--- config.mk ---
export PLATFORM = sky130hd
export DESIGN_NAME = selection_sort_engine_unit_flat
export DESIGN_NICKNAME = d
export VERILOG_FILES = /design/src/hw/rtl/sse_pkg.sv /design/src/hw/rtl/sse_req_if.sv /design/src/hw/rtl/sse_rsp_if.sv /design/src/hw/rtl/sse_ram.sv /design/src/hw/rtl/sse_min_unit.sv /design/src/hw/rtl/selection_sort_engine_unit.sv /design/src/flat_wrapper.sv
export SDC_FILE = /design/constraint.sdc
export NUM_CORES = 1
export LEC_CHECK = 0
export BUFFER_PORTS_ARGS = -buffer_cell sky130_fd_sc_hd__buf_4
export CAP_MARGIN = 20
export CORE_ASPECT_RATIO = 1.5
export CORE_UTILIZATION = 55
export DETAILED_ROUTE_END_ITERATION = 7
export HOLD_SLACK_MARGIN = 0.03
export PLACE_DENSITY = 0.7
export SLEW_MARGIN = 20
export SYNTH_ARGS = -nofsm -noshare
export SYNTH_HDL_FRONTEND = slang
export SYNTH_SLANG_ARGS = --single-unit
--- constraint.sdc ---
create_clock -name clock -period 10.95 [get_ports clock]
set_input_delay 0.5475 -clock clock [delete_from_list [all_inputs] [get_ports clock]]
set_output_delay 0.5475 -clock clock [all_outputs]
set_load 0.005 [all_outputs]
--- src/hw/rtl/sse_pkg.sv ---
// Shared constants and types for the selection sort engine.
// No dependencies; the interfaces, sse_min_unit, the engine and the testbench import it.
package sse_pkg;

   localparam int unsigned DATA_W           = 32;
   localparam int unsigned MAX_ELEMENTS_DEF = 16;

   // Commands from the sequencer to the shared minimum unit
   typedef struct packed {
      logic load;   // take the candidate as the new running minimum
      logic step;   // compare the candidate against the running minimum
   } min_ctl_type;

endpackage

--- src/hw/rtl/sse_req_if.sv ---
// Input channel of the selection sort engine: valid/ready plus one element.
// Depends on sse_pkg.
interface sse_req_if import sse_pkg::*; ();
   logic              valid;
   logic              ready;
   logic [DATA_W-1:0] value;
   logic              is_last;

   modport source (output valid, output value, output is_last, input ready);
   modport sink   (input valid, input value, input is_last, output ready);
endinterface

--- src/hw/rtl/sse_rsp_if.sv ---
// Result channel of the selection sort engine: valid/ready plus one sorted element.
// Depends on sse_pkg.
interface sse_rsp_if import sse_pkg::*; ();
   logic              valid;
   logic              ready;
   logic [DATA_W-1:0] sorted_value;
   logic              last_out;
   logic              overflow;

   modport source (output valid, output sorted_value, output last_out, output overflow,
                   input ready);
   modport sink   (input valid, input sorted_value, input last_out, input overflow,
                   output ready);
endinterface

--- src/hw/rtl/sse_ram.sv ---
// Generic single-write, single-read RAM with registered read data.
// No dependencies.
module sse_ram #(
   parameter int unsigned WIDTH = 32,
   parameter int unsigned DEPTH = 16
) (
   input  logic                     clock,
   input  logic                     wr_en,
   input  logic [$clog2(DEPTH)-1:0] wr_addr,
   input  logic [WIDTH-1:0]         wr_data,
   input  logic [$clog2(DEPTH)-1:0] rd_addr,
   output logic [WIDTH-1:0]         rd_data
);

   logic [WIDTH-1:0] mem_ff [DEPTH];
   logic [WIDTH-1:0] rd_data_ff;

   always_ff @(posedge clock) begin
      if (wr_en) begin
         mem_ff[wr_addr] <= wr_data;
      end
      rd_data_ff <= mem_ff[rd_addr];
   end

   assign rd_data = rd_data_ff;

endmodule

--- src/hw/rtl/sse_min_unit.sv ---
// Shared signed compare unit holding the running minimum and its index.
// Depends on sse_pkg (min_ctl_type, DATA_W).
module sse_min_unit import sse_pkg::*; #(
   parameter int unsigned IDX_W = 4
) (
   input  logic              clock,
   input  min_ctl_type       ctl,
   input  logic [DATA_W-1:0] cand_value,
   input  logic [IDX_W-1:0]  cand_index,
   output logic [DATA_W-1:0] min_value,
   output logic [IDX_W-1:0]  min_index
);

   logic [DATA_W-1:0] min_value_ff, min_value_in;
   logic [IDX_W-1:0]  min_index_ff, min_index_in;
   logic              cand_less;

   // strict less-than keeps the earliest of equal elements
   assign cand_less = $signed(cand_value) < $signed(min_value_ff);

   always_comb begin
      min_value_in = min_value_ff;
      min_index_in = min_index_ff;
      if (ctl.load || (ctl.step && cand_less)) begin
         min_value_in = cand_value;
         min_index_in = cand_index;
      end
   end

   always_ff @(posedge clock) begin
      min_value_ff <= min_value_in;
      min_index_ff <= min_index_in;
   end

   assign min_value = min_value_ff;
   assign min_index = min_index_ff;

endmodule

--- src/hw/rtl/selection_sort_engine_unit.sv ---
// Channel   | Dir | Handshake   | Beat contents
// req_chan  | in  | valid/ready | value (signed 32), is_last
// rsp_chan  | out | valid/ready | sorted_value (signed 32), last_out, overflow
//
// Elements are taken one beat per cycle until the beat with is_last.
// For each position of a stored set, the engine steps through load, first read,
// one compare per remaining entry through the shared minimum unit, and result;
// the result waits through any rsp stall before the next position is loaded.
// req_chan is not ready from the last beat until the final result is taken.
// Reset is synchronous and needs no clearing pass; the store data is used only
// where the current set has written it.
// Depends on sse_pkg, sse_req_if, sse_rsp_if, sse_ram and sse_min_unit.
module selection_sort_engine_unit import sse_pkg::*; #(
   parameter int unsigned MAX_ELEMENTS = MAX_ELEMENTS_DEF
) (
   input  logic      clock,
   input  logic      reset,
   sse_req_if.sink   req_chan,
   sse_rsp_if.source rsp_chan
);

   localparam int unsigned IDX_W = $clog2(MAX_ELEMENTS);
   localparam int unsigned CNT_W = $clog2(MAX_ELEMENTS + 1);
   localparam logic [CNT_W-1:0] CNT_FULL = CNT_W'(MAX_ELEMENTS);
   localparam logic [CNT_W-1:0] CNT_ONE  = CNT_W'(1);

   typedef enum logic [4:0] {
      ST_COLLECT = 5'b00001,
      ST_LOAD    = 5'b00010,
      ST_FIRST   = 5'b00100,
      ST_SCAN    = 5'b01000,
      ST_EMIT    = 5'b10000
   } state_type;

   state_type         state_ff, state_in;
   logic [CNT_W-1:0]  count_ff, count_in;
   logic              dropped_ff, dropped_in;
   logic [IDX_W-1:0]  pos_ff, pos_in;
   logic [IDX_W-1:0]  k_ff, k_in;
   logic [DATA_W-1:0] pos_val_ff, pos_val_in;

   logic              req_beat, rsp_beat;
   logic              ram_wr_en;
   logic [IDX_W-1:0]  ram_wr_addr, ram_rd_addr;
   logic [DATA_W-1:0] ram_wr_data, ram_rd_data;
   min_ctl_type       min_ctl;
   logic [IDX_W-1:0]  min_cand_index;
   logic [DATA_W-1:0] min_value;
   logic [IDX_W-1:0]  min_index;
   logic [CNT_W-1:0]  pos_next_cnt, k_next_cnt;
   logic              pos_is_last;

   assign req_beat     = req_chan.valid && req_chan.ready;
   assign rsp_beat     = rsp_chan.valid && rsp_chan.ready;
   assign pos_next_cnt = CNT_W'(pos_ff) + CNT_ONE;
   assign k_next_cnt   = CNT_W'(k_ff) + CNT_ONE;
   assign pos_is_last  = (pos_next_cnt == count_ff);

   sse_ram #(
      .WIDTH (DATA_W),
      .DEPTH (MAX_ELEMENTS)
   ) u_store (
      .clock   (clock),
      .wr_en   (ram_wr_en),
      .wr_addr (ram_wr_addr),
      .wr_data (ram_wr_data),
      .rd_addr (ram_rd_addr),
      .rd_data (ram_rd_data)
   );

   sse_min_unit #(
      .IDX_W (IDX_W)
   ) u_min (
      .clock      (clock),
      .ctl        (min_ctl),
      .cand_value (ram_rd_data),
      .cand_index (min_cand_index),
      .min_value  (min_value),
      .min_index  (min_index)
   );

   always_comb begin
      state_in       = state_ff;
      count_in       = count_ff;
      dropped_in     = dropped_ff;
      pos_in         = pos_ff;
      k_in           = k_ff;
      pos_val_in     = pos_val_ff;
      ram_wr_en      = 1'b0;
      ram_wr_addr    = count_ff[IDX_W-1:0];
      ram_wr_data    = req_chan.value;
      ram_rd_addr    = pos_ff;
      min_ctl        = '0;
      min_cand_index = k_ff;

      unique case (state_ff)
         ST_COLLECT: begin
            if (req_beat) begin
               if (count_ff < CNT_FULL) begin
                  ram_wr_en = 1'b1;
                  count_in  = count_ff + CNT_ONE;
               end else begin
                  dropped_in = 1'b1;
               end
               if (req_chan.is_last) begin
                  pos_in   = '0;
                  state_in = ST_LOAD;
               end
            end
         end
         ST_LOAD: begin
            ram_rd_addr = pos_ff;
            state_in    = ST_FIRST;
         end
         ST_FIRST: begin
            // read data is the entry at pos: it seeds the minimum
            min_ctl.load   = 1'b1;
            min_cand_index = pos_ff;
            pos_val_in     = ram_rd_data;
            ram_rd_addr    = pos_next_cnt[IDX_W-1:0];
            k_in           = pos_next_cnt[IDX_W-1:0];
            state_in       = pos_is_last ? ST_EMIT : ST_SCAN;
         end
         ST_SCAN: begin
            min_ctl.step   = 1'b1;
            min_cand_index = k_ff;
            ram_rd_addr    = k_next_cnt[IDX_W-1:0];
            if (k_next_cnt == count_ff) begin
               state_in = ST_EMIT;
            end else begin
               k_in = k_next_cnt[IDX_W-1:0];
            end
         end
         ST_EMIT: begin
            // the minimum goes out; the displaced element moves to its slot
            ram_wr_en   = 1'b1;
            ram_wr_addr = min_index;
            ram_wr_data = pos_val_ff;
            if (rsp_beat) begin
               if (pos_is_last) begin
                  count_in   = '0;
                  dropped_in = 1'b0;
                  state_in   = ST_COLLECT;
               end else begin
                  pos_in   = pos_next_cnt[IDX_W-1:0];
                  state_in = ST_LOAD;
               end
            end
         end
         default: begin
            state_in = ST_COLLECT;
         end
      endcase
   end

   always_ff @(posedge clock) begin
      if (reset) begin
         state_ff   <= ST_COLLECT;
         count_ff   <= '0;
         dropped_ff <= 1'b0;
      end else begin
         state_ff   <= state_in;
         count_ff   <= count_in;
         dropped_ff <= dropped_in;
      end
      pos_ff     <= pos_in;
      k_ff       <= k_in;
      pos_val_ff <= pos_val_in;
   end

   assign req_chan.ready        = (state_ff == ST_COLLECT);
   assign rsp_chan.valid        = (state_ff == ST_EMIT);
   assign rsp_chan.sorted_value = min_value;
   assign rsp_chan.last_out     = pos_is_last;
   assign rsp_chan.overflow     = dropped_ff;

   a_count_bound: assert property (@(posedge clock) disable iff (reset)
      count_ff <= CNT_FULL)
      else $error("element count above buffer depth");

   a_drop_only_full: assert property (@(posedge clock) disable iff (reset)
      dropped_ff |-> (count_ff == CNT_FULL))
      else $error("drop flagged while buffer not full");

   a_scan_range: assert property (@(posedge clock) disable iff (reset)
      (state_ff == ST_SCAN) |-> ((k_ff > pos_ff) && (CNT_W'(k_ff) < count_ff)))
      else $error("scan index outside the unsorted part");

   a_min_in_tail: assert property (@(posedge clock) disable iff (reset)
      (state_ff == ST_EMIT) |-> (min_index >= pos_ff))
      else $error("minimum taken from the sorted part");

   a_set_clears: assert property (@(posedge clock) disable iff (reset)
      (rsp_beat && rsp_chan.last_out) |=> ((count_ff == '0) && !dropped_ff))
      else $error("set state not cleared after final result");

endmodule

--- src/flat_wrapper.sv ---
// flat-port wrapper written by rule: the top's interface ports become plain ports
module selection_sort_engine_unit_flat import sse_pkg::*;
#(
   parameter int unsigned MAX_ELEMENTS = MAX_ELEMENTS_DEF
)
  (clock, reset, req_chan_valid, req_chan_value, req_chan_is_last, req_chan_ready, rsp_chan_valid, rsp_chan_sorted_value, rsp_chan_last_out, rsp_chan_overflow, rsp_chan_ready);
  sse_req_if req_chan_i ();
  sse_rsp_if rsp_chan_i ();
  input  logic clock;
  input  logic reset;
  input wire logic [$bits(req_chan_i.valid)-1:0] req_chan_valid;
  input wire logic [$bits(req_chan_i.value)-1:0] req_chan_value;
  input wire logic [$bits(req_chan_i.is_last)-1:0] req_chan_is_last;
  output wire logic [$bits(req_chan_i.ready)-1:0] req_chan_ready;
  output wire logic [$bits(rsp_chan_i.valid)-1:0] rsp_chan_valid;
  output wire logic [$bits(rsp_chan_i.sorted_value)-1:0] rsp_chan_sorted_value;
  output wire logic [$bits(rsp_chan_i.last_out)-1:0] rsp_chan_last_out;
  output wire logic [$bits(rsp_chan_i.overflow)-1:0] rsp_chan_overflow;
  input wire logic [$bits(rsp_chan_i.ready)-1:0] rsp_chan_ready;
  assign req_chan_i.valid = req_chan_valid;
  assign req_chan_i.value = req_chan_value;
  assign req_chan_i.is_last = req_chan_is_last;
  assign req_chan_ready = req_chan_i.ready;
  assign rsp_chan_valid = rsp_chan_i.valid;
  assign rsp_chan_sorted_value = rsp_chan_i.sorted_value;
  assign rsp_chan_last_out = rsp_chan_i.last_out;
  assign rsp_chan_overflow = rsp_chan_i.overflow;
  assign rsp_chan_i.ready = rsp_chan_ready;
  selection_sort_engine_unit #(.MAX_ELEMENTS(MAX_ELEMENTS)) u_core (.clock(clock), .reset(reset), .req_chan(req_chan_i), .rsp_chan(rsp_chan_i));
endmodule
# Yosys cells after proc, flatten, opt, wreduce, memory -nomap -nowiden

Memory sizes are Yosys's and may differ from the RTL's. A register that Yosys moved wholly into a read port is not among the register bits.
Cells that the tools add are included.

Register bits after elaboration: 87
Memory bits (writable): 512
Bits of input ports: 37
Output and inout bits: 36
Word-level logic and storage cells: 76
Memories: 1

Memories:

| name                  | words | bits a word | read ports | clocked after Yosys merged registers in | write ports | line          | RTL |
|---|---|---|---|---|---|---|---|
| u_core.u_store.mem_ff | 16    | 32          | 1          | 1                                       | 1           | sse_ram.sv:15 | `logic [WIDTH-1:0] mem_ff [DEPTH];` |

Add/sub/neg operators: 3
$lt $le $gt $ge: 2
Eq/ne operators: 16
Multiplexer cells: 35
Reductions and logical operators: 11

Operators with widths:

| operator                                          | number |
|---|---|
| two-way mux 5 bit                                 | 9 |
| less-than comparator 32 bit                       | 1 |
| two-way mux 32 bit                                | 1 |
| two-way mux 4 bit                                 | 7 |
| case mux 5 bit (5 select lines)                   | 1 |
| case mux 4 bit (2 select lines)                   | 3 |
| != test 2 bit, second input constant              | 8 |
| AND reduction 5 bit                               | 3 |
| adder 4 x 1 -> 5 bit, second input constant       | 2 |
| == test 5 bit                                     | 2 |
| two-way mux 1 bit                                 | 10 |
| case mux 5 bit (2 select lines)                   | 1 |
| adder 5 x 1 -> 5 bit, second input constant       | 1 |
| == test 5 x 1 -> 1 bit, second input constant     | 1 |
| == test 5 x 2 -> 1 bit, second input constant     | 1 |
| == test 5 x 3 -> 1 bit, second input constant     | 1 |
| == test 5 x 4 -> 1 bit, second input constant     | 1 |
| == test 5 bit, second input constant              | 1 |
| less-than comparator 5 bit, second input constant | 1 |
| case mux 1 bit (2 select lines)                   | 2 |
| AND reduction 4 bit                               | 1 |
| nonzero test 2 bit                                | 2 |
| logical AND 1 bit                                 | 3 |
| two-way mux 2 bit                                 | 1 |
| 3 further kinds                                   | 3 |

# Logic depth before layout (Yosys ltp)

Depth after elaboration: 6
Depth in mapped cells: 10
Gate-level depth less buffers: 9

# By module

Synthesis repeated with hierarchy kept, for this count alone.

Cell total of the unflattened synthesis: 1306
Area, all modules: 24534.8 sq um

By module, submodules not included:

| module                     | instances | cells an instance | area an instance (sq um) | seq. area each (sq um) |
|---|---|---|---|---|
| sse_ram                    | 1         | 838               | 19835.3                  | 16015.4 |
| selection_sort_engine_unit | 1         | 317               | 2788.9                   | 1421.4 |
| sse_min_unit               | 1         | 151               | 1910.6                   | 1081.0 |

# Worst setup path before layout

No wires, ideal clock.

Path kind: register to register
From: register u_core.u_min.min_value_ff[13], in the netlist u_core.u_min.min_value[13]
To: register u_core.u_min.min_index_ff[0], in the netlist u_core.u_min.min_index[0], enable pin
Setup time: 479 ps
Arrival: 4326 ps
Required time: 10471 ps
Path slack: 6145 ps
Stages on the path, launching flop included: 10
Path buffers: 0
Clock period less this slack: 4805 ps
Cell sequence: edfxtp_1 > inv_1 > ha_1 > a21o_1 > a21o_1 > a221oi_1 > o211ai_1 > a221oi_1 > xor2_1 > o21ai_0

Cells in the longest elaborated chain, start to end: 3

RTL lines:

| what                        | line               | RTL |
|---|---|---|
| from (decl)                 | sse_min_unit.sv:14 | `logic [DATA_W-1:0] min_value_ff, min_value_in;` |
| from (signal assigned)      | sse_min_unit.sv:31 | `min_value_ff <= min_value_in;` |
| less-than comparator 32 bit | sse_min_unit.sv:19 | `assign cand_less = $signed(cand_value) < $signed(min_value_ff);` |
| logical AND 1 bit           | sse_min_unit.sv:24 | `if (ctl.load \|\| (ctl.step && cand_less)) begin` |
| logical OR 1 bit            | sse_min_unit.sv:24 |  |
| to (signal assigned)        | sse_min_unit.sv:32 | `min_index_ff <= min_index_in;` |
| to (decl)                   | sse_min_unit.sv:15 | `logic [IDX_W-1:0] min_index_ff, min_index_in;` |

No other way between the ends.
A chain may end at the register's enable or synchronous reset.

# Worst setup path in the final report

From: register u_core.state_ff[3]
To: register u_core.u_store.rd_data_ff[21], in the netlist u_core.u_store.rd_data[21] (read register of u_core.u_store.mem_ff)

Cells in the longest elaborated chain, start to end: 2
Elaborated cells between the ends (all ways): 3
Classes of those cells: 2 x eq/ne; 1 x mux

RTL lines:

| what                                                                    | line                              | RTL |
|---|---|---|
| from (decl)                                                             | selection_sort_engine_unit.sv:35  | `state_type state_ff, state_in;` |
| from (signal assigned)                                                  | selection_sort_engine_unit.sv:162 | `state_ff <= state_in;` |
| == test 5 x 4 -> 1 bit / == test 5 x 3 -> 1 bit (equally long branches) | selection_sort_engine_unit.sv:96  | `unique case (state_ff)` |
| case mux 4 bit (2 select lines) *                                       | selection_sort_engine_unit.sv:96  |  |
| to (decl)                                                               | sse_ram.sv:16                     | `logic [WIDTH-1:0] rd_data_ff;` |

Mark *: on every way between the ends. The rest lies on a longest branch, timed or not.

==> flow_metrics.env <==
export IMPL_status="completed"
export IMPL_synth_seq_area_share_pct=72.34
export IMPL_finalNetCount=1792
export IMPL_nFillCells=3256
export IMPL_hold_path_startpoint="reset"
export IMPL_htreeDepth=2
export IMPL_clk_pin_slew_ps=60
export IMPL_port_buffers=72
export IMPL_synth_distinct_cells=55
export IMPL_insertion_delay_ps=600
export IMPL_clockPowerShare_pct=30.6
export IMPL_combinationalPowerShare_pct=26.0
export IMPL_antenna_left=0
export IMPL_hold_depth=2
export IMPL_preCtsSetupSlack_ps=6024
export IMPL_drt_iter0_drc=1168
export IMPL_grt_max_degree=168
export IMPL_final_common_cell="edfxtp_1"
export IMPL_power_switching_w=0.002063
export IMPL_ir_drop_uv=178.0
export IMPL_wl_per_cell_um=23.52
export IMPL_rows=96
export IMPL_fin_skew_ps=19.88
export IMPL_p_int_w=0.004766
export IMPL_cap_violations=0
export IMPL_cts_tree="yes"
export IMPL_startpoint="u_core.state_ff[3]$_SDFFE_PP0P_"
export IMPL_ys_seq_elements=631
export IMPL_syn_inst=1643
export IMPL_synth_edf_count=588
export IMPL_path_class="reg -> reg"
export IMPL_hpwlAfterDp_mm=32.91
export IMPL_hold_buffers=0
export IMPL_path_max_fanout=115
export IMPL_setup_viol=0
export IMPL_clock_sinks=631
export IMPL_finalCritPeriodShare_pct=43.82
export IMPL_grt_usage_pct=23.95
export IMPL_antenna_cells=0
export IMPL_hold_class="in -> reg"
export IMPL_maxSlewHeadroom_pct=28.06
export IMPL_start_util_pct=55.79
export IMPL_cp_start_kind="flop"
export IMPL_async_flop_share_pct=0
export IMPL_ys_warn_count=0
export IMPL_grt_pass1_wl_mm=84.15
export IMPL_finalWorstSetupSlack_ps=6152
export IMPL_cts_root_buf="clkbuf_16"
export IMPL_die_width_um=178.2
export IMPL_grt_pass1_vias=14000
export IMPL_reg2reg_slack_ps=6150
export IMPL_syn_nets=1714
export IMPL_pin_count=73
export IMPL_die_h_um=266.2
export IMPL_critPathArrivalTime_ps=5260
export IMPL_p_seq_share_pct=43.4
export IMPL_slew_viol_final=0
export IMPL_cp_required_ps=11410
export IMPL_switching_share_pct=30.21
export IMPL_syn_avg_cell_area_um2=15.58
export IMPL_r2r_end="u_core.u_store.rd_data[21]$_DFF_P_"
export IMPL_place_congestion=0.8509
export IMPL_utilization_pct=63.34
export IMPL_synth_cell_area_um2=25600
export IMPL_hold_violations=0
export IMPL_setup_tns_final_ps=0
export IMPL_post_cts_buffers=0
export IMPL_fmax_mhz=208.4
export IMPL_leakage_nw=9.910
export IMPL_clk_path_buf_depth=3
export IMPL_via_per_inst=5.955
export IMPL_routed_wl_mm=55.43
export IMPL_reg2reg_depth=9
export IMPL_ys_flop_type="edfxtp_1"
export IMPL_min_period_ps=4798
export IMPL_dp_cells=2248
export IMPL_power_density_nw_per_um2=234.9
export IMPL_final_cell_mix="edfxtp_1 (588), nand2_1 (244), mux2i_1 (132)"
export IMPL_drt_pass1_iterations=5
export IMPL_dr_total_vias=14040
export IMPL_rsz0062_at_grt="no"
export IMPL_cp_end_kind="flop"
export IMPL_worstMarginPinSlew_ps=1074
export IMPL_fin_cells=2357
export IMPL_r2r_start="u_core.state_ff[3]$_SDFFE_PP0P_"
export IMPL_drive_gt1_share_pct=16.17
export IMPL_cts_buffers=56
export IMPL_area_growth_pct=13.53
export IMPL_die_area_um2=47430
export IMPL_cts_resized=0
export IMPL_antenna_found_initial=0
export IMPL_power_total_w=0.006829
export IMPL_overflow=0
export IMPL_drc_errors=0
export IMPL_min_to="u_core.rsp_chan.overflow$_SDFFE_PP0P_"
export IMPL_core_um2=45880
logic make-up (layout without fill, tap and decap cells):
kind of cell | count (synthesis) | after routing | share of synthesized area [%]
flip-flops | 631 | 631 | 72.34
AND/OR/NAND/NOR | 367 | 367 | 6.256
buffers and inverters | 126 | 252 | 2.507
multiplexers | 264 | 264 | 10.97
XOR/XNOR | 12 | 12 | 0.4106
AO/OA/AOI/OAI | 209 | 209 | 5.860
adder cells (fa/ha/maj) | 34 | 34 | 1.662
flip-flops by register name, summed over array words and instances (netlist names):
| register | flops |
|---|---|
| u_core.u_store.mem_ff | 512 |
| u_core.pos_val_ff | 32 |
| u_core.u_min.min_value | 32 |
| u_core.u_store.rd_data | 32 |
| u_core.count_ff | 5 |
| u_core.state_ff | 5 |
| u_core.k_ff | 4 |
| u_core.pos_ff | 4 |
| u_core.u_min.min_index | 4 |
| u_core.rsp_chan.overflow | 1 |
worst max-delay path, stage by stage (launching register included):
cell and delay, ps:
dfxtp_1 720, nand3b_1 410, o211ai_4 300, buf_12 330
buf_16 480, buf_4 730, buf_4 680, mux2_1 390
o211ai_1 200, nand4_1 110
per-layer routing:
layer  global-route usage [%]  wire, µm  vias to the layer above
met5                        0         0                        -
met4                    6.052       991                        0
met3                    2.668      2283                       70
met2                    42.02     29130                      382
met1                    31.62     23020                     7143
li1                         -         -                     6442
cells in the mapped netlist (3+ instances only):
cell type    n  share of area [%]
inv_1       41               0.60
and4_1       3               0.10
xor2_1       6               0.21
a21o_1      10               0.29
xnor2_1      6               0.21
buf_6       13               0.57
buf_4       15               0.44
o31ai_1      3              0.088
nand2_1    244                3.6
mux2_1      72                3.2
a31oi_1     10               0.24
o211ai_1   130                3.8
buf_2       12               0.23
o21ai_0     15               0.29
a21oi_1     17               0.33
a221oi_1     3               0.10
ha_1        34                1.7
nand3_1     10               0.20
mux2_2      60                2.6
dfxtp_1     43                3.4
clkbuf_1    34               0.50
nor2_1      41               0.60
nor3b_1      3              0.088
buf_1       11               0.16
nand4_1     38               0.93
and2_1       5               0.12
mux2i_1    132                5.2
o22ai_1      3              0.073
nand2b_1     3              0.073
a211oi_1     3              0.088
edfxtp_1   588                 69
nor3_1       6               0.12
power groups by stage:
stage / combinational [W] / clock (W) / sequential [W]
floorplan: 0.00130 / 0 / 0.00295
global placement: 0.00168 / 0 / 0.00300
detailed placement: 0.00176 / 0 / 0.00301
CTS: 0.00177 / 0.00212 / 0.00296
global route: 0.00194 / 0.00221 / 0.00297
finish: 0.00178 / 0.00209 / 0.00296
stage by stage:
stage / hold slack [ps] / area [µm²]
CTS: 163.2 / 28990
detailed placement: 445.1 / 27000
finish: 184.7 / 29060
floorplan: 416.9 / 25600
global route: 176.9 / 29060
global placement: 432.4 / 26730
area by class of cell:
class	instances	area, µm²	share of cell area (%)
Clock inverter	30	407.9	1.403
Sequential cell	631	18520	63.71
Multi-Input combinational cell	886	6626	22.80
Clock buffer	76	1579	5.433
Tap cell	588	735.7	2.531
Timing Repair Buffer	105	1044	3.590
Inverter	41	153.9	0.5295
worst max-delay path by stage:
stage	endpoint	slack, ps	cells past startpoint
3_5_place_dp	u_core.u_min.min_value[16]$_DFFE_PP_	6020	10
6_report	u_core.u_store.rd_data[21]$_DFF_P_	6150	9
5_1_grt	u_core.u_store.mem_ff[7][23]$_DFFE_PP_	5910	10
3_3_place_gp	u_core.u_min.min_value[16]$_DFFE_PP_	6040	10
4_1_cts	u_core.u_min.min_value[21]$_DFFE_PP_	5970	10
2_1_floorplan	u_core.u_min.min_index[0]$_DFFE_PP_	6140	9
Note: power is estimated with default switching activity, not from simulation.
